`src/hw/rtl/contrast_stretch_normalizer_core_macros.svh`:
```
// Assertion macros shared by the contrast stretch RTL.
`ifndef CONTRAST_STRETCH_NORMALIZER_CORE_MACROS_SVH
`define CONTRAST_STRETCH_NORMALIZER_CORE_MACROS_SVH

`ifndef SYNTHESIS
`define CSN_ASSERT_IMPLY(label, clk, rst, cond, expr) \
  label: assert property (@(posedge clk) disable iff (rst) (cond) |-> (expr)) \
    else $error("assertion failed: same-cycle implication");
`define CSN_ASSERT_NEXT(label, clk, rst, cond, expr) \
  label: assert property (@(posedge clk) disable iff (rst) (cond) |=> (expr)) \
    else $error("assertion failed: next-cycle implication");
`else
`define CSN_ASSERT_IMPLY(label, clk, rst, cond, expr)
`define CSN_ASSERT_NEXT(label, clk, rst, cond, expr)
`endif

`endif

```
`src/hw/rtl/csn_pkg.sv`:
```
// Types and constants of the contrast stretch normalizer.
package csn_pkg;

  localparam int CMD_W               = 2;
  localparam int VALUE_W             = 8;
  localparam int QUOT_W              = 8;
  localparam int QUEUE_DEPTH_DEFAULT = 4;

  localparam logic [VALUE_W-1:0] LOW_RESET  = 8'hFF;
  localparam logic [VALUE_W-1:0] HIGH_RESET = 8'h00;
  localparam logic [VALUE_W-1:0] OUT_MAX    = 8'hFF;
  localparam logic [VALUE_W-1:0] OUT_MIN    = 8'h00;

  typedef enum logic [CMD_W-1:0] {
    CMD_CLEAR   = 2'd0,
    CMD_MEASURE = 2'd1,
    CMD_MAP     = 2'd2
  } cmd_t;

  typedef struct packed {
    logic               direct;
    logic [VALUE_W-1:0] value;
    logic [VALUE_W-1:0] diff;
    logic [VALUE_W-1:0] span;
  } job_t;

endpackage

```
`src/hw/rtl/csn_if.sv`:
```
// Request and result channel interfaces of the contrast stretch normalizer.
interface csn_in_if;
  logic                       valid;
  logic                       ready;
  logic [csn_pkg::CMD_W-1:0]   cmd;
  logic [csn_pkg::VALUE_W-1:0] channel_value;

  modport source (output valid, output cmd, output channel_value, input ready);
  modport sink   (input valid, input cmd, input channel_value, output ready);
endinterface

interface csn_out_if;
  logic                       valid;
  logic                       ready;
  logic [csn_pkg::VALUE_W-1:0] mapped_value;

  modport source (output valid, output mapped_value, input ready);
  modport sink   (input valid, input mapped_value, output ready);
endinterface

```
`src/hw/rtl/csn_front.sv`:
```
// Front end: accepts requests, tracks the running range, classifies map requests.
module csn_front (
  input  logic          clk,
  input  logic          rst,
  csn_in_if.sink        pixel,
  output logic          push_valid,
  output csn_pkg::job_t push_job,
  input  logic          push_ready
);
  import csn_pkg::*;

  logic [VALUE_W-1:0] low_seen;
  logic [VALUE_W-1:0] high_seen;
  logic               accept;
  cmd_t               cmd;
  logic [VALUE_W-1:0] v;

  assign pixel.ready = push_ready;
  assign accept      = pixel.valid && pixel.ready;
  assign cmd         = cmd_t'(pixel.cmd);
  assign v           = pixel.channel_value;
  assign push_valid  = accept && (cmd == CMD_MAP);

  always_comb begin
    push_job.direct = 1'b1;
    push_job.value  = OUT_MIN;
    push_job.diff   = v - low_seen;
    push_job.span   = high_seen - low_seen;
    priority if (high_seen <= low_seen) begin
      push_job.value = OUT_MIN;
    end else if (v < low_seen) begin
      push_job.value = OUT_MIN;
    end else if (v >= high_seen) begin
      push_job.value = OUT_MAX;
    end else begin
      push_job.direct = 1'b0;
    end
  end

  always_ff @(posedge clk) begin
    if (rst) begin
      low_seen  <= LOW_RESET;
      high_seen <= HIGH_RESET;
    end else if (accept) begin
      if (cmd == CMD_CLEAR) begin
        low_seen  <= LOW_RESET;
        high_seen <= HIGH_RESET;
      end else if (cmd == CMD_MEASURE) begin
        if (v < low_seen) begin
          low_seen <= v;
        end
        if (v > high_seen) begin
          high_seen <= v;
        end
      end
    end
  end

endmodule

```
`src/hw/rtl/csn_queue.sv`:
```
// Small flop-based queue of map jobs between front and back.
module csn_queue #(
  parameter int DEPTH = csn_pkg::QUEUE_DEPTH_DEFAULT
) (
  input  logic          clk,
  input  logic          rst,
  input  logic          push_valid,
  input  csn_pkg::job_t push_job,
  output logic          push_ready,
  output logic          pop_valid,
  output csn_pkg::job_t pop_job,
  input  logic          pop_ready
);
  import csn_pkg::*;

  localparam int PTR_W = (DEPTH > 1) ? $clog2(DEPTH) : 1;
  localparam int CNT_W = $clog2(DEPTH + 1);

  job_t             slots [DEPTH];
  logic [PTR_W-1:0] wr_ptr;
  logic [PTR_W-1:0] rd_ptr;
  logic [CNT_W-1:0] count;
  logic             push;
  logic             pop;

  assign push_ready = (count != CNT_W'(DEPTH));
  assign pop_valid  = (count != '0);
  assign pop_job    = slots[rd_ptr];
  assign push       = push_valid && push_ready;
  assign pop        = pop_valid && pop_ready;

  always_ff @(posedge clk) begin
    if (push) begin
      slots[wr_ptr] <= push_job;
    end
  end

  always_ff @(posedge clk) begin
    if (rst) begin
      wr_ptr <= '0;
      rd_ptr <= '0;
      count  <= '0;
    end else begin
      if (push) begin
        wr_ptr <= (wr_ptr == PTR_W'(DEPTH - 1)) ? '0 : wr_ptr + 1'b1;
      end
      if (pop) begin
        rd_ptr <= (rd_ptr == PTR_W'(DEPTH - 1)) ? '0 : rd_ptr + 1'b1;
      end
      unique case ({push, pop})
        2'b10:   count <= count + 1'b1;
        2'b01:   count <= count - 1'b1;
        default: count <= count;
      endcase
    end
  end

endmodule

```
`src/hw/rtl/csn_back.sv`:
```
// Back end: restoring divider for the stretch quotient and the result register.
module csn_back (
  input  logic          clk,
  input  logic          rst,
  input  logic          job_valid,
  input  csn_pkg::job_t job,
  output logic          job_ready,
  csn_out_if.source     result
);
  import csn_pkg::*;

  localparam int STEP_W = $clog2(QUOT_W);

  typedef enum logic [2:0] {
    ST_IDLE = 3'b001,
    ST_DIV  = 3'b010,
    ST_DONE = 3'b100
  } back_state_t;

  back_state_t         state;
  logic [STEP_W-1:0]   step;
  logic [VALUE_W-1:0]  rem;
  logic [VALUE_W-1:0]  span;
  logic [QUOT_W-1:0]   quot;
  logic [VALUE_W:0]    rem_dbl;
  logic                ge;
  logic [VALUE_W-1:0]  rem_next;
  logic                out_valid;
  logic [VALUE_W-1:0]  out_data;
  logic                load_out;

  assign job_ready           = (state == ST_IDLE);
  assign rem_dbl             = {rem, 1'b0};
  assign ge                  = (rem_dbl >= {1'b0, span});
  assign rem_next            = ge ? VALUE_W'(rem_dbl - {1'b0, span}) : rem_dbl[VALUE_W-1:0];
  assign load_out            = (state == ST_DONE) && (!out_valid || result.ready);
  assign result.valid        = out_valid;
  assign result.mapped_value = out_data;

  always_ff @(posedge clk) begin
    if (rst) begin
      state     <= ST_IDLE;
      step      <= '0;
      out_valid <= 1'b0;
    end else begin
      unique case (state)
        ST_IDLE: begin
          step <= '0;
          if (job_valid) begin
            state <= job.direct ? ST_DONE : ST_DIV;
          end
        end
        ST_DIV: begin
          step <= step + 1'b1;
          if (step == STEP_W'(QUOT_W - 1)) begin
            state <= ST_DONE;
          end
        end
        ST_DONE: begin
          if (load_out) begin
            state <= ST_IDLE;
          end
        end
        default: state <= ST_IDLE;
      endcase
      if (load_out) begin
        out_valid <= 1'b1;
      end else if (result.ready) begin
        out_valid <= 1'b0;
      end
    end
  end

  always_ff @(posedge clk) begin
    if (state == ST_IDLE && job_valid) begin
      quot <= job.value;
      rem  <= job.diff;
      span <= job.span;
    end else if (state == ST_DIV) begin
      rem  <= rem_next;
      quot <= {quot[QUOT_W-2:0], ge};
    end
    if (load_out) begin
      out_data <= quot;
    end
  end

endmodule

```
`src/hw/rtl/contrast_stretch_normalizer_core.sv`:
```
// Top level of the min-max contrast stretch normalizer on 8-bit channel bytes.
// Clear and measure requests are taken one per cycle while the queue has room and
// update the running minimum and maximum at once. A map request is classified on
// entry against the range at that moment and queued (QUEUE_DEPTH entries); empty,
// flat, below-range, above-range and top-of-range cases resolve directly in the back
// end, others go through an 8-step restoring divider, one quotient bit per cycle. The
// back end takes a new map job only once it is through with the last, while the front
// keeps taking requests until the queue is full. The result register holds a finished
// byte until it is taken.
`include "contrast_stretch_normalizer_core_macros.svh"

module contrast_stretch_normalizer_core #(
  parameter int QUEUE_DEPTH = csn_pkg::QUEUE_DEPTH_DEFAULT
) (
  input  logic      clk,
  input  logic      rst,
  csn_in_if.sink    pixel,
  csn_out_if.source result
);
  import csn_pkg::*;

  logic push_valid;
  logic push_ready;
  job_t push_job;
  logic job_valid;
  logic job_ready;
  job_t job;

  csn_front u_front (
    .clk        (clk),
    .rst        (rst),
    .pixel      (pixel),
    .push_valid (push_valid),
    .push_job   (push_job),
    .push_ready (push_ready)
  );

  csn_queue #(
    .DEPTH (QUEUE_DEPTH)
  ) u_queue (
    .clk        (clk),
    .rst        (rst),
    .push_valid (push_valid),
    .push_job   (push_job),
    .push_ready (push_ready),
    .pop_valid  (job_valid),
    .pop_job    (job),
    .pop_ready  (job_ready)
  );

  csn_back u_back (
    .clk       (clk),
    .rst       (rst),
    .job_valid (job_valid),
    .job       (job),
    .job_ready (job_ready),
    .result    (result)
  );

  `CSN_ASSERT_IMPLY(a_map_has_room, clk, rst, push_valid, push_ready)
  `CSN_ASSERT_NEXT(a_back_busy_after_pop, clk, rst, job_valid && job_ready, !job_ready)
  `CSN_ASSERT_IMPLY(a_result_from_busy_back, clk, rst, $rose(result.valid), $past(!job_ready))

endmodule
```
`src/flat_wrapper.sv`:
```
// flat-port wrapper written by rule: the top's interface ports become plain ports
module contrast_stretch_normalizer_core_flat import csn_pkg::*;
#(
  parameter int QUEUE_DEPTH = csn_pkg::QUEUE_DEPTH_DEFAULT
)
  (clk, rst, pixel_valid, pixel_cmd, pixel_channel_value, pixel_ready, result_valid, result_mapped_value, result_ready);
  csn_in_if pixel_i ();
  csn_out_if result_i ();
  input  logic clk;
  input  logic rst;
  input wire logic [$bits(pixel_i.valid)-1:0] pixel_valid;
  input wire logic [$bits(pixel_i.cmd)-1:0] pixel_cmd;
  input wire logic [$bits(pixel_i.channel_value)-1:0] pixel_channel_value;
  output wire logic [$bits(pixel_i.ready)-1:0] pixel_ready;
  output wire logic [$bits(result_i.valid)-1:0] result_valid;
  output wire logic [$bits(result_i.mapped_value)-1:0] result_mapped_value;
  input wire logic [$bits(result_i.ready)-1:0] result_ready;
  assign pixel_i.valid = pixel_valid;
  assign pixel_i.cmd = pixel_cmd;
  assign pixel_i.channel_value = pixel_channel_value;
  assign pixel_ready = pixel_i.ready;
  assign result_valid = result_i.valid;
  assign result_mapped_value = result_i.mapped_value;
  assign result_i.ready = result_ready;
  contrast_stretch_normalizer_core #(.QUEUE_DEPTH(QUEUE_DEPTH)) u_core (.clk(clk), .rst(rst), .pixel(pixel_i), .result(result_i));
endmodule
```
`config.mk`:
```
export PLATFORM = sky130hd
export DESIGN_NAME = contrast_stretch_normalizer_core_flat
export DESIGN_NICKNAME = d
export VERILOG_FILES = /design/src/hw/rtl/csn_pkg.sv /design/src/hw/rtl/csn_if.sv /design/src/hw/rtl/csn_front.sv /design/src/hw/rtl/csn_queue.sv /design/src/hw/rtl/csn_back.sv /design/src/hw/rtl/contrast_stretch_normalizer_core.sv /design/src/flat_wrapper.sv
export VERILOG_INCLUDE_DIRS = /design/src /design/src/hw/rtl
export SDC_FILE = /design/constraint.sdc
export NUM_CORES = 1
export LEC_CHECK = 0
export BUFFER_PORTS_ARGS = -buffer_cell sky130_fd_sc_hd__buf_2
export CORE_UTILIZATION = 39
export DETAILED_ROUTE_END_ITERATION = 6
export PLACE_DENSITY = 0.57
export SLEW_MARGIN = 20
export SYNTH_ARGS = -nofsm -noshare
export SYNTH_HDL_FRONTEND = slang
export SYNTH_SLANG_ARGS = --single-unit
```
`constraint.sdc`:
```
create_clock -name clk -period 7.1 [get_ports clk]
set_input_delay 0 -clock clk [delete_from_list [all_inputs] [get_ports clk]]
set_output_delay 0 -clock clk [all_outputs]
set_load 0.01 [all_outputs]
```
# Yosys cells after proc, flatten, opt, wreduce, memory -nomap -nowiden
# Memories as Yosys holds them, arrays and structs flattened. A register that Yosys moved wholly into a read port is not among the register bits.
# Index checks and enable logic that the tools add are counted.
# W data, S select, Z words.
# totals
register_bits	62
elab_cells	91
mem_count	1
ramBits	100
output_inout_bits	10
# memory_table
name	depth	width	read_ports	rd_clocked_by_memory_dff	write_ports	line	rtl
u_core.u_queue.slots	4	25	1	1	1	csn_queue.sv:19	job_t slots [DEPTH];
# classes
addsub	8
mux	32
reduce_logical	19
magnitude_cmp	5
eq_ne	14
# ops
op	n
$mux W8	14
$sub A8 B8 Y8	3
$reduce_bool A2 Y1	7
$mux W3	4
$pmux W3 S2	2
$ge A9 B8 Y1	1
$pmux W3 S3	1
$reduce_and A3 Y1	3
$eq A2 B2 Y1 const B	4
$ge A8 B8 Y1	1
$gt A8 B8 Y1	1
$le A8 B8 Y1	1
$lt A8 B8 Y1	1
$mux W2	4
$mux W1	7
$add A3 B1 Y3 const B	2
$eq A3 B3 Y1 const B	2
$ne A2 B2 Y1 const B	3
$logic_and A1 B1 Y1	5
$add A2 B1 Y2 const B	2
$eq A2 B1 Y1 const B	2
$eq A3 B1 Y1 const B	1
$eq A3 B2 Y1 const B	1
$ne A3 B3 Y1 const B	1
other kinds (5)	5

# Logic depth before layout (Yosys ltp)
# Gate-level depths: netlist of run 1.
# logic_depth
ltp_word	6
depth_mapped	11
mapped_depth_nobuf	10

# Cells and area by module
# Synthesis of run 1 repeated with hierarchy kept, for this count alone.
# hier_totals
cells_unflattened	568
hier_area_um2	7766.2
# modules_own_cells
module	cells_each	seq_area_each_um2	area_each_um2	instances
csn_queue	183	3183.1	4096.4	1
csn_back	196	1101.1	2052.0	1
csn_front	189	320.3	1617.8	1

# Least setup slack after synthesis of run 1
# No wires, ideal clock.
# synth_timing
path_type	reg-to-reg
startpoint	register u_core.u_back.state[0]
endpoint	register u_core.u_queue.count[2]
setup_slack_ns	4.304
arrival_ns	2.726
path_buffers	2
stages_incl_launch_ff	12
path_cell_list	dfxtp_1 -> clkbuf_1 -> nor3b_1 -> nand2b_1 -> inv_2 -> clkbuf_1 -> ha_1 -> inv_1 -> fa_1 -> xor2_1 -> or3_1 -> a21oi_1
# synth_between
elab_chain_len	4
word_cells_on_any_way	6
# synth_lines
item	line	rtl
from (decl)	csn_back.sv:20	back_state_t state;
from (signal assigned)	csn_back.sv:50	state <= job.direct ? ST_DONE : ST_DIV;
$eq A3 B1 Y1 *	csn_back.sv:32	assign job_ready = (state == ST_IDLE);
$logic_and A1 B1 Y1 *	csn_queue.sv:30	assign pop = pop_valid && pop_ready;
$eq A2 B1 Y1 or $eq A2 B2 Y1 (tied branches)	csn_queue.sv:50	unique case ({push, pop})
$pmux W3 S2 or $reduce_bool A2 Y1 (tied branches)	--	
to (signal assigned)	csn_queue.sv:51	2'b10: count <= count + 1'b1;
to (signal assigned)	csn_queue.sv:52	2'b01: count <= count - 1'b1;
to (signal assigned)	csn_queue.sv:53	default: count <= count;
to (decl)	csn_queue.sv:22	logic [CNT_W-1:0] count;
# Mark *: on every way between the ends. The rest lies on a longest branch, timed or not.
# A chain may end at the register's enable or synchronous reset.

# Worst setup path after layout of run 1
# Ends and elaborated chain as after synthesis.

==> results of run 1 <==
cells in the mapped netlist, drive strengths merged (3+ instances only):
cell type	count	share of area (%)
edfxtp	104	46
nor2	48	2.7
inv	42	2.3
ha	40	7.4
dfxtp	32	9.5
nand2	32	1.8
a21oi	28	2.1
mux4	18	6.0
clkbuf	17	0.95
o21ai	15	1.1
a21o	12	1.3
nand2b	12	1.1
nor2b	12	1.1
mux2i	11	1.6
xnor2	9	1.2
and2	7	0.69
nand3	7	0.52
nand4	7	0.65
nor3	7	0.52
o31ai	7	0.86
nor4	6	0.56
and3	5	0.47
buf	5	0.54
xor2	5	0.65
fa	4	1.2
nand3b	4	0.45
nor3b	4	0.45
o211ai	4	0.45
or3	4	0.37
a211oi	3	0.33
or2	3	0.28
or3b	3	0.39
how the worst min path moves through the flow:
| stage | slack (ns) | end |
|---|---|---|
| 6_report | 0.05 | u_core.u_front.low_seen[1]$_SDFFE_PP1P_ |
| 5_1_grt | 0.06 | u_core.u_front.low_seen[2]$_SDFFE_PP1P_ |
| 4_1_cts | 0.02 | u_core.u_front.low_seen[1]$_SDFFE_PP1P_ |
| 3_5_place_dp | 0.28 | u_core.u_front.high_seen[0]$_SDFFE_PP0P_ |
| 3_3_place_gp | 0.28 | u_core.u_front.high_seen[0]$_SDFFE_PP0P_ |
| 2_1_floorplan | 0.07 | u_core.u_queue.count[2]$_SDFFE_PP0P_ |
placed cells by master (no fill, tap or decap), types with 17 or more instances in the layout:
cell type | netlist | layout
dfxtp_1 | 32 | 32
clkbuf_16 | 0 | 17
nand2_1 | 32 | 32
ha_1 | 40 | 40
a21oi_1 | 28 | 28
inv_1 | 38 | 38
nor2_1 | 48 | 48
mux4_2 | 18 | 18
buf_2 | 2 | 23
edfxtp_1 | 104 | 104
power by group through the flow:
stage               sequential [mW]  combinational (mW)  clock (mW)
finish                         1.13               0.935       0.769
global placement               1.15               0.907           0
detailed placement             1.15               0.928           0
global route                   1.15                1.06       0.812
CTS                            1.13               0.941       0.789
floorplan                      1.11               0.774           0
per-layer routing:
metal | vias up | global-route usage [%]
met3 | 15 | 4.38
met1 | 2117 | 20.7
met5 | - | 0
met2 | 84 | 26.3
met4 | 0 | 6.82
li1 | 2070 | -
cells by family (layout without fill, tap and decap cells):
family	after synthesis	after routing	share of synthesized area [%]
flops	136	136	56.0
fa+ha+maj	44	44	8.63
simple gates	165	165	12.6
xor+xnor	14	14	1.82
mux	31	31	8.00
buf+inv	64	110	3.83
compound gates	91	91	9.14
worst max-delay path: stages (launching register included):
cell and delay (ns):
dfxtp_1 0.46, nor3b_1 0.33, nand2b_1 0.49, inv_2 0.54, ha_1 0.29, inv_1 0.07, fa_1 0.38, xor2_1 0.16
or3_1 0.32, a21oi_1 0.15
layout make-up:
type	count	share of cell area (%)
timing repair buffer	36	3.14
clock inverter	12	1.05
inverter	42	2.06
multi-input combinational	345	35.3
tap	220	3.60
sequential	136	49.2
clock buffer	20	5.70
metrics by stage:
stage	hold slack, ns	worst slack [ns]	area (sq um)
2_1_floorplan	0.0691	4.30	6720
3_3_place_gp	0.281	4.06	7030
3_5_place_dp	0.285	3.87	7030
4_1_cts	0.0230	3.86	7660
5_1_grt	0.0619	3.52	7660
6_report	0.0519	3.84	7660
state kept, by name (all words and copies together) (netlist names), named ones only:
register / cells
u_core.u_queue.slots: 72
u_core.u_queue.count: 3
u_core.u_queue.rd_ptr: 2
u_core.u_back.result.mapped_value: 8
u_core.u_front.low_seen: 8
u_core.u_back.rem: 8
u_core.u_back.step: 3
u_core.u_back.state: 3
u_core.u_back.span: 8
u_core.u_front.high_seen: 8
u_core.u_back.quot: 8
u_core.u_queue.wr_ptr: 2
u_core.u_back.result.valid: 1
==> metrics, run 1 <==
status finished, final reports clean; area of the multi-input gates 0.00270 sq mm; Tot GR Track Use 16.3%; Setup crit start u_core.u_back.state[0]$_SDFFE_PP1P_; Final min period 3.26 ns; Setup TNS 0 ns; port bufs 23; worst vdd ir 184 uV; worst setup path end u_core.u_queue.count[2]$_SDFFE_PP0P_; DR iter-0 viols 223; Power per Cell Area 371 mW/mm^2; clk_lat worst skew 0.42 ns; routability cong. 0.889; DRT met1 WL 6140 microns; CTS resizes 0; antenna cells 0; number of global-route vias before repair 4360; Syn Std Cell Area 0.00672 sq mm; Final Max Slew Viols 0; Switching Share 33.0%; Comb power frac 32.9%; post-synthesis net count 603; clk slew on worst S/H paths 0.06 ns; share of cells above drive strength 1 13.2%; chip width 133 microns; Critical Path Sink Type flip-flop; Remaining Overflow, GRT 0; synthesized instance count 545; CTS tree yes; die height 133 microns; WL per Instance 16.3 microns; Finished Core Util 45.8%; Pint 1.90 mW; Max FO, Critical Path 23; H-tree depth 4; unique cell type count in the Yosys netlist 61; Hold Crit Class in2reg; Hold Path Depth 4; RSZ-0062 raised after global routing false; nets 636; clock buffer depth 2; CTS buffer count 17; Final Non-Filler Cells 811; area grow syn2layout 13.9%; Cells after DPL 768; max layer used met4; I/O pin cnt 24; Leak Pwr 2.94 nW; core region area 0.0167 sq mm; CP Data Arrival Time 3.61 ns; total area of sequential cells 0.00376 sq mm; RR Endpoint u_core.u_queue.count[2]$_SDFFE_PP0P_; Sw Pwr 0.936 mW; via count 4286; startpoint types flip-flop; CP Data Required Time 7.45 ns; initial antenna violation count 0; Least-Margin Pin Slew 1.00 ns; worst clock skew 0.00698 ns; Final Cycle Share 46.0%; Reg2Reg Setup Slack 3.84 ns; Main synth FF type edfxtp_1; antenna-violating nets left 0; clk sinks 136; fraction of registers with async set or reset after synthesis 0%; reg2reg start u_core.u_back.state[0]$_SDFFE_PP1P_; critical path class reg2reg; Clock Power Share 27.1%; row count 47; max_slew headroom 33.0%; Root Buffer clkbuf_16; Detailed Route WL 13200 microns; flops & latches, synth 136; R2R depth 9; hold wc startpoint pixel_cmd[0]; first drt pass iteration count 5; syn_area_per_cell 12.3 sq um; Sequential Power Share 40.0%; drc violations 0; MaxCap Viol Count 0; post-layout power 2.84 mW; synth warn 0; HPWL Detailed 9260 microns; first-pass GRT wire length 22200 microns; Post-synth EDFFs 104; largest net degree at the start of global routing 24; Hold-fix buffers, CTS 11; met2 routed WL 6440 microns; Final Setup Violations 0; vias per inst 5.28; Die ar. 0.0178 sq mm; fmax 306 MHz; sequential-to-total area share from yosys stat 56.0%; Starting Density 40.3%; FILL cells 1549; Fin. Hold Viols 0; met3 WL 412 microns; Post-CTS Setup Bufs 0
Power figures use the tool's default switching activity.
==> run 2: changes to the inputs <==
--- a/config.mk
+++ b/config.mk
@@ -6,6 +6,7 @@
 export SDC_FILE = /design/constraint.sdc
 export NUM_CORES = 1
 export LEC_CHECK = 0
+export ABC_AREA = 1
 export BUFFER_PORTS_ARGS = -buffer_cell sky130_fd_sc_hd__buf_2
 export CORE_UTILIZATION = 39
 export DETAILED_ROUTE_END_ITERATION = 6
==> constraint.sdc (replaced) <==
create_clock -name clk -period 3.2 [get_ports clk]
set_input_delay 0 -clock clk [delete_from_list [all_inputs] [get_ports clk]]
set_output_delay 0 -clock clk [all_outputs]
set_load 0.01 [all_outputs]
==> metrics, run 2 <==
CTS resizes 0 (unchanged); Leak Pwr 3.36 nW (was 2.94 nW); H-tree depth 4 (unchanged); FILL cells 1538 (was 1549); Max FO, Critical Path 23 (unchanged); Remaining Overflow, GRT 0 (unchanged); Final Cycle Share 70.2% (was 46.0%); flops & latches, synth 136 (unchanged); clk_lat worst skew 0.42 ns (about the same); die height 134 microns (was 133 microns); sequential-to-total area share from yosys stat 55.7% (was 56.0%); Hold Crit Class in2reg (unchanged); commonest non-fill, non-tap cell in the layout nand2_1 (was edfxtp_1); RSZ-0062 raised after global routing false (unchanged); first-pass GRT wire length 22100 microns (was 22200 microns); first drt pass iteration count 6 (was 5); synthesized instance count 684 (was 545); CTS tree yes (unchanged); Reg2Reg Setup Slack 0.95 ns (was 3.84 ns); Final min period 2.25 ns (was 3.26 ns); startpoint types flip-flop (unchanged); Place WS 0.959 ns (was 3.87 ns); antenna cells 0 (unchanged); CP Data Required Time 3.50 ns (was 7.45 ns); via count 4780 (was 4286); drc violations 0 (unchanged); Post-synth top cells 128 x nand2_1, 104 x edfxtp_1, 76 x inv_1, 76 x nor2_1, 44 x o21ai_0 (was 104 x edfxtp_1, 48 x nor2_1, 40 x ha_1); core region area 0.0168 sq mm (was 0.0167 sq mm); WL per Instance 14.2 microns (was 16.3 microns); share of cells above drive strength 1 11.5% (was 13.2%); Power per Cell Area 880 mW/mm^2 (was 371 mW/mm^2); max_slew headroom 44.5% (was 33.0%); vias per inst 4.99 (was 5.28); post-synth top area share 46.2% (was 46.4%); CTS buffer count 17 (unchanged); unique cell type count in the Yosys netlist 42 (was 61); Area contributors post-synth edfxtp_1 46%, dfxtp_1 9.5%, ha_1 7.4% (unchanged); Main synth FF type edfxtp_1 (unchanged); max reg flops 72 (unchanged); Post-synth EDFFs 104 (unchanged); worst vdd ir 423 uV (was 184 uV); status finished, final reports clean (unchanged); Final Max Slew Viols 0 (unchanged); Post-CTS Setup Bufs 0 (unchanged); Biggest register u_core.u_queue.slots (unchanged); most frequent cells in the layout 128 x nand2_1, 104 x edfxtp_1, 76 x inv_1, 76 x nor2_1, 44 x o21ai_0 (was 104 x edfxtp_1, 48 x nor2_1, 40 x ha_1); DR iter-0 viols 315 (was 223); largest net degree at the start of global routing 37 (was 24); CP Data Arrival Time 2.54 ns (was 3.61 ns); Starting Density 40.3% (about the same); Final Setup Violations 0 (unchanged); Finished Core Util 46.7% (was 45.8%); chip width 134 microns (was 133 microns); Syn Std Cell Area 0.00676 sq mm (was 0.00672 sq mm); Die ar. 0.0179 sq mm (was 0.0178 sq mm); number of global-route vias before repair 4586 (was 4360); antenna-violating nets left 0 (unchanged); row count 47 (unchanged); Fin. Hold Viols 0 (unchanged); Tot GR Track Use 16.3% (about the same); fraction of registers with async set or reset after synthesis 0% (unchanged); Critical Path Sink Type flip-flop (unchanged); Least-Margin Pin Slew 0.832 ns (was 1.00 ns); initial antenna violation count 0 (unchanged); critical path class reg2reg (unchanged); clk slew on worst S/H paths 0.06 ns (about the same); MaxCap Viol Count 0 (unchanged); largest area contributor in the netlist edfxtp_1 (unchanged); post-synthesis net count 742 (was 603); I/O pin cnt 24 (unchanged); synth warn 0 (unchanged); routability cong. 0.851 (was 0.889); post-layout power 6.88 mW (was 2.84 mW); worst setup margin 0.953 ns (was 3.84 ns); Root Buffer clkbuf_16 (unchanged); cell with the most instances after synthesis nand2_1 (was edfxtp_1); nets 783 (was 636); Detailed Route WL 13600 microns (was 13200 microns); hold slack 0.0341 ns (was 0.0519 ns); Setup TNS 0 ns (unchanged); HPWL Detailed 9420 microns (was 9260 microns); clock buffer depth 2 (unchanged); fmax 445 MHz (was 306 MHz); syn_area_per_cell 9.89 sq um (was 12.3 sq um); port bufs 23 (unchanged); clk sinks 136 (unchanged); area grow syn2layout 15.6% (was 13.9%); worst clock skew 0.00981 ns (was 0.00698 ns)
-- run 2: cell types whose count changed in the layout (fill, tap and decap cells not counted), moves of 7 or more --
cell | previous run | this run
mux2i_1 | 11 | 0
nor2_1 | 48 | 76
a21o_1 | 12 | 5
inv_1 | 38 | 76
nor2b_1 | 12 | 0
o21ai_0 | 6 | 44
o22ai_1 | 0 | 18
nand3_1 | 7 | 42
nand2b_1 | 12 | 0
nand2_1 | 32 | 128
mux4_2 | 18 | 0
-- run 2: cell type report --
class	count	area, sq um	area share (%)
timing repair buffer	41	275	3.52
clock inverter	12	174	2.22
sequential	136	3760	48.1
clock buffer	20	447	5.71
inverter	80	300	3.84
multi-input combinational	449	2580	33.0
tap	220	275	3.52
-- run 2: worst paths after layout --
kind / from / endpoint / cells past startpoint
worst max-delay path: u_core.u_back.state[0]$_SDFFE_PP1P_ / u_core.u_queue.count[2]$_SDFFE_PP0P_ / 12
worst min-delay path: pixel_valid / u_core.u_queue.wr_ptr[1]$_SDFFE_PP0P_ / 3
worst max register to register: u_core.u_back.state[0]$_SDFFE_PP1P_ / u_core.u_queue.count[2]$_SDFFE_PP0P_ / 12
worst min register to register: u_core.u_back.quot[7]$_DFFE_PP_ / u_core.u_back.result.mapped_value[7]$_DFFE_PP_ / 0
-- run 2: kinds of logic (layout without fill, tap and decap cells) --
| group | after synthesis | in the layout | share of synthesized area (%) |
|---|---|---|---|
| AOI/OAI and AO/OA | 110 | 110 | 9.07 |
| xor gates and xnor gates | 16 | 16 | 2.07 |
| adders and majority gates | 44 | 44 | 8.59 |
| buffers and inverters | 99 | 153 | 6.12 |
| DFF | 136 | 136 | 55.7 |
| and+or+nand+nor | 279 | 279 | 18.5 |
-- run 2: report_power, final --
group	total [mW]	leakage, nW	switching, mW	internal [mW]
registers	2.54	1.21	0.138	2.41
logic	2.30	1.85	1.51	0.786
clock network	2.04	0.304	0.715	1.32
-- run 2: routing by layer --
layer / vias up / wire (microns) / global-route usage (%)
met5: - / 0 / 0
met4: 0 / 184 / 6.38
met3: 15 / 622 / 4.45
met2: 117 / 6640 / 27.3
met1: 2241 / 6150 / 19.9
li1: 2407 / - / -
-- run 2: timing repair --
action                                  4_1_cts  5_1_grt
hold buffers                                 10        0
endpoints found under the hold margin        20        0
endpoints found under the setup margin        0        0
-- run 2: metrics by stage --
stage	area (sq um)	std cells
3_3_place_gp	7100	916
2_1_floorplan	6760	684
4_1_cts	7820	958
3_5_place_dp	7100	916
6_report	7820	958
5_1_grt	7820	958
-- run 2: worst max-delay path, stage by stage (launching register included) --
cell and delay [ns]:
dfxtp_1 0.37, inv_2 0.06, nor3_4 0.15, inv_2 0.06
nor2_2 0.07, buf_4 0.27, ha_1 0.20, inv_1 0.06
fa_1 0.38, a21oi_1 0.14, o21ai_0 0.11, o21ai_0 0.16
a21oi_1 0.06
==> run 3: changes to the inputs <==
==> constraint.sdc (replaced) <==
create_clock -name clk -period 2.26 [get_ports clk]
set_input_delay 0 -clock clk [delete_from_list [all_inputs] [get_ports clk]]
set_output_delay 0 -clock clk [all_outputs]
set_load 0.01 [all_outputs]
==> metrics, run 3 (synthesized netlist as in run 2, its figures left out) <==
Post-CTS Setup Bufs 0 (unchanged); area grow syn2layout 14.9% (was 15.6%); Fin. Hold Viols 0 (unchanged); port bufs 23 (unchanged); core region area 0.0168 sq mm (unchanged); Final Setup Violations 0 (unchanged); max layer used met4 (unchanged); antenna-violating nets left 0 (unchanged); DRT met1 WL 6380 microns (was 6150 microns); RSZ-0062 raised after global routing false (unchanged); Final Max Slew Viols 0 (unchanged); Starting Density 40.3% (unchanged); routability cong. 0.862 (was 0.851); Remaining Overflow, GRT 0 (unchanged); number of global-route vias before repair 4485 (was 4586); first-pass GRT wire length 22000 microns (was 22100 microns); Max FO, Critical Path 5 (was 23); die height 134 microns (unchanged); Sw Pwr 3.37 mW (was 2.37 mW); CTS buffer count 17 (unchanged); Critical Path Sink Type flip-flop (unchanged); Die ar. 0.0179 sq mm (unchanged); WL per Instance 14.0 microns (was 14.2 microns); clk_lat worst skew 0.41 ns (was 0.42 ns); commonest non-fill, non-tap cell in the layout nand2_1 (unchanged); Final min period 2.02 ns (was 2.25 ns); CP Data Arrival Time 2.19 ns (was 2.54 ns); Switching Share 36.0% (was 34.4%); met3 WL 599 microns (was 622 microns); H-tree depth 4 (unchanged); CP Data Required Time 2.43 ns (was 3.50 ns); max_slew headroom 47.5% (was 44.5%); worst vdd ir 600 uV (was 423 uV); antenna cells 0 (unchanged); Power per Cell Area 1200 mW/mm^2 (was 880 mW/mm^2); Hold Crit Class in2reg (unchanged); clock buffer depth 2 (unchanged); I/O pin cnt 24 (unchanged); startpoint types flip-flop (unchanged); hold slack 0.0393 ns (was 0.0341 ns); largest net degree at the start of global routing 37 (unchanged); chip width 134 microns (unchanged); share of cells above drive strength 1 12.0% (was 11.5%); first drt pass iteration count 4 (was 6); Finished Core Util 46.3% (was 46.7%); Detailed Route WL 13500 microns (was 13600 microns); nets 787 (was 783); vias per inst 4.96 (was 4.99); critical path class reg2reg (unchanged); Tot GR Track Use 16.2% (was 16.3%); DR iter-0 viols 303 (was 315); MaxCap Viol Count 0 (unchanged); drc violations 0 (unchanged); most frequent cells in the layout 128 x nand2_1, 104 x edfxtp_1, 76 x inv_1, 76 x nor2_1, 43 x o21ai_0 (was 128 x nand2_1, 104 x edfxtp_1, 76 x inv_1, 76 x nor2_1, 44 x o21ai_0); Least-Margin Pin Slew 0.787 ns (was 0.832 ns); Pint 5.98 mW (was 4.52 mW); CTS tree yes (unchanged); Comb power frac 35.0% (was 33.4%); clk slew on worst S/H paths 0.06 ns (about the same); Sequential Power Share 38.5% (was 37.0%); row count 47 (unchanged); Root Buffer clkbuf_16 (unchanged); HPWL Detailed 9410 microns (was 9420 microns); fmax 494 MHz (was 445 MHz); worst clock skew 0.00755 ns (was 0.00981 ns); Final Cycle Share 89.5% (was 70.2%); status finished, final reports clean (unchanged); via count 4770 (was 4780); clk sinks 136 (unchanged); initial antenna violation count 0 (unchanged); max reg flops 72 (unchanged); Setup TNS 0 ns (unchanged); Clock Power Share 26.5% (was 29.6%); Biggest register u_core.u_queue.slots (unchanged); Leak Pwr 3.35 nW (was 3.36 nW); met2 routed WL 6340 microns (was 6640 microns)
==> run 3: cell count changes in the layout (fill, tap and decap cells not counted), sizes merged <==
cell	before	now
buf	31	34
clkbuf	20	19
dlygate4sd3	10	11
inv	81	86
bufinv	4	0
==> run 3: what timing repair did <==
| item | 4_1_cts | 5_1_grt |
|---|---|---|
| endpoints found under the setup margin | 0 | 4 |
| endpoints found under the hold margin | 22 | 0 |
| hold buffers | 11 | 0 |
| resized for setup | 0 | 1 |
==> run 3: path summary, 6_finish.rpt <==
| check | from | endpoint | slack [ns] | cells after the start |
|---|---|---|---|---|
| hold reg to reg | u_core.u_back.quot[7]$_DFFE_PP_ | u_core.u_back.result.mapped_value[7]$_DFFE_PP_ | 0.42 | 0 |
| setup reg to reg | u_core.u_back.rem[3]$_DFFE_PP_ | u_core.u_back.rem[5]$_DFFE_PP_ | 0.24 | 8 |
| hold / removal | pixel_cmd[1] | u_core.u_queue.wr_ptr[1]$_SDFFE_PP0P_ | 0.04 | 3 |
| setup / recovery | u_core.u_back.rem[3]$_DFFE_PP_ | u_core.u_back.rem[5]$_DFFE_PP_ | 0.24 | 8 |
==> run 3: critical path, cell delays in order, from the launching register on <==
cell,delay (ns)
edfxtp_1,0.40
ha_1,0.39
a21oi_1,0.32
nand2_1,0.09
nand2_1,0.12
and2_2,0.20
nand4_1,0.10
nand3_1,0.10
nand2_1,0.06
==> run 3: power by group through the flow <==
stage / Combinational [mW] / Clock, mW / Sequential, mW
after CTS: 3.30 / 2.54 / 3.60
after floorplan: 2.54 / 0 / 3.60
after global placement: 3.18 / 0 / 3.64
after detailed placement: 3.26 / 0 / 3.65
final: 3.27 / 2.48 / 3.60
after global routing: 3.74 / 2.65 / 3.65
==> run 3: cell type report <==
cell class / instances / area [sq um]
clock inverter: 13 / 92.6
timing repair buffer: 45 / 308
multi-input combinational: 449 / 2580
fill: 1578 / 8990
inverter: 80 / 300
sequential: 136 / 3760
tap: 220 / 275
clock buffer: 19 / 443
==> run 3: metrics by stage <==
stage               power [mW]  std cells  cell area, sq um  setup slack [ns]
finish                    9.35        962              7770             0.236
global route              10.0        962              7770            0.0525
CTS                       9.44        962              7770             0.194
detailed placement        6.92        919              7120             0.211
global placement          6.82        919              7120             0.282
floorplan                 6.13        684              6760             0.197
==> run 3: per-layer routing <==
metal,up-vias,track usage [%]
met4,0,5.74
met5,-,0
met1,2210,20.5
li1,2437,-
met2,111,26.5
met3,12,4.49
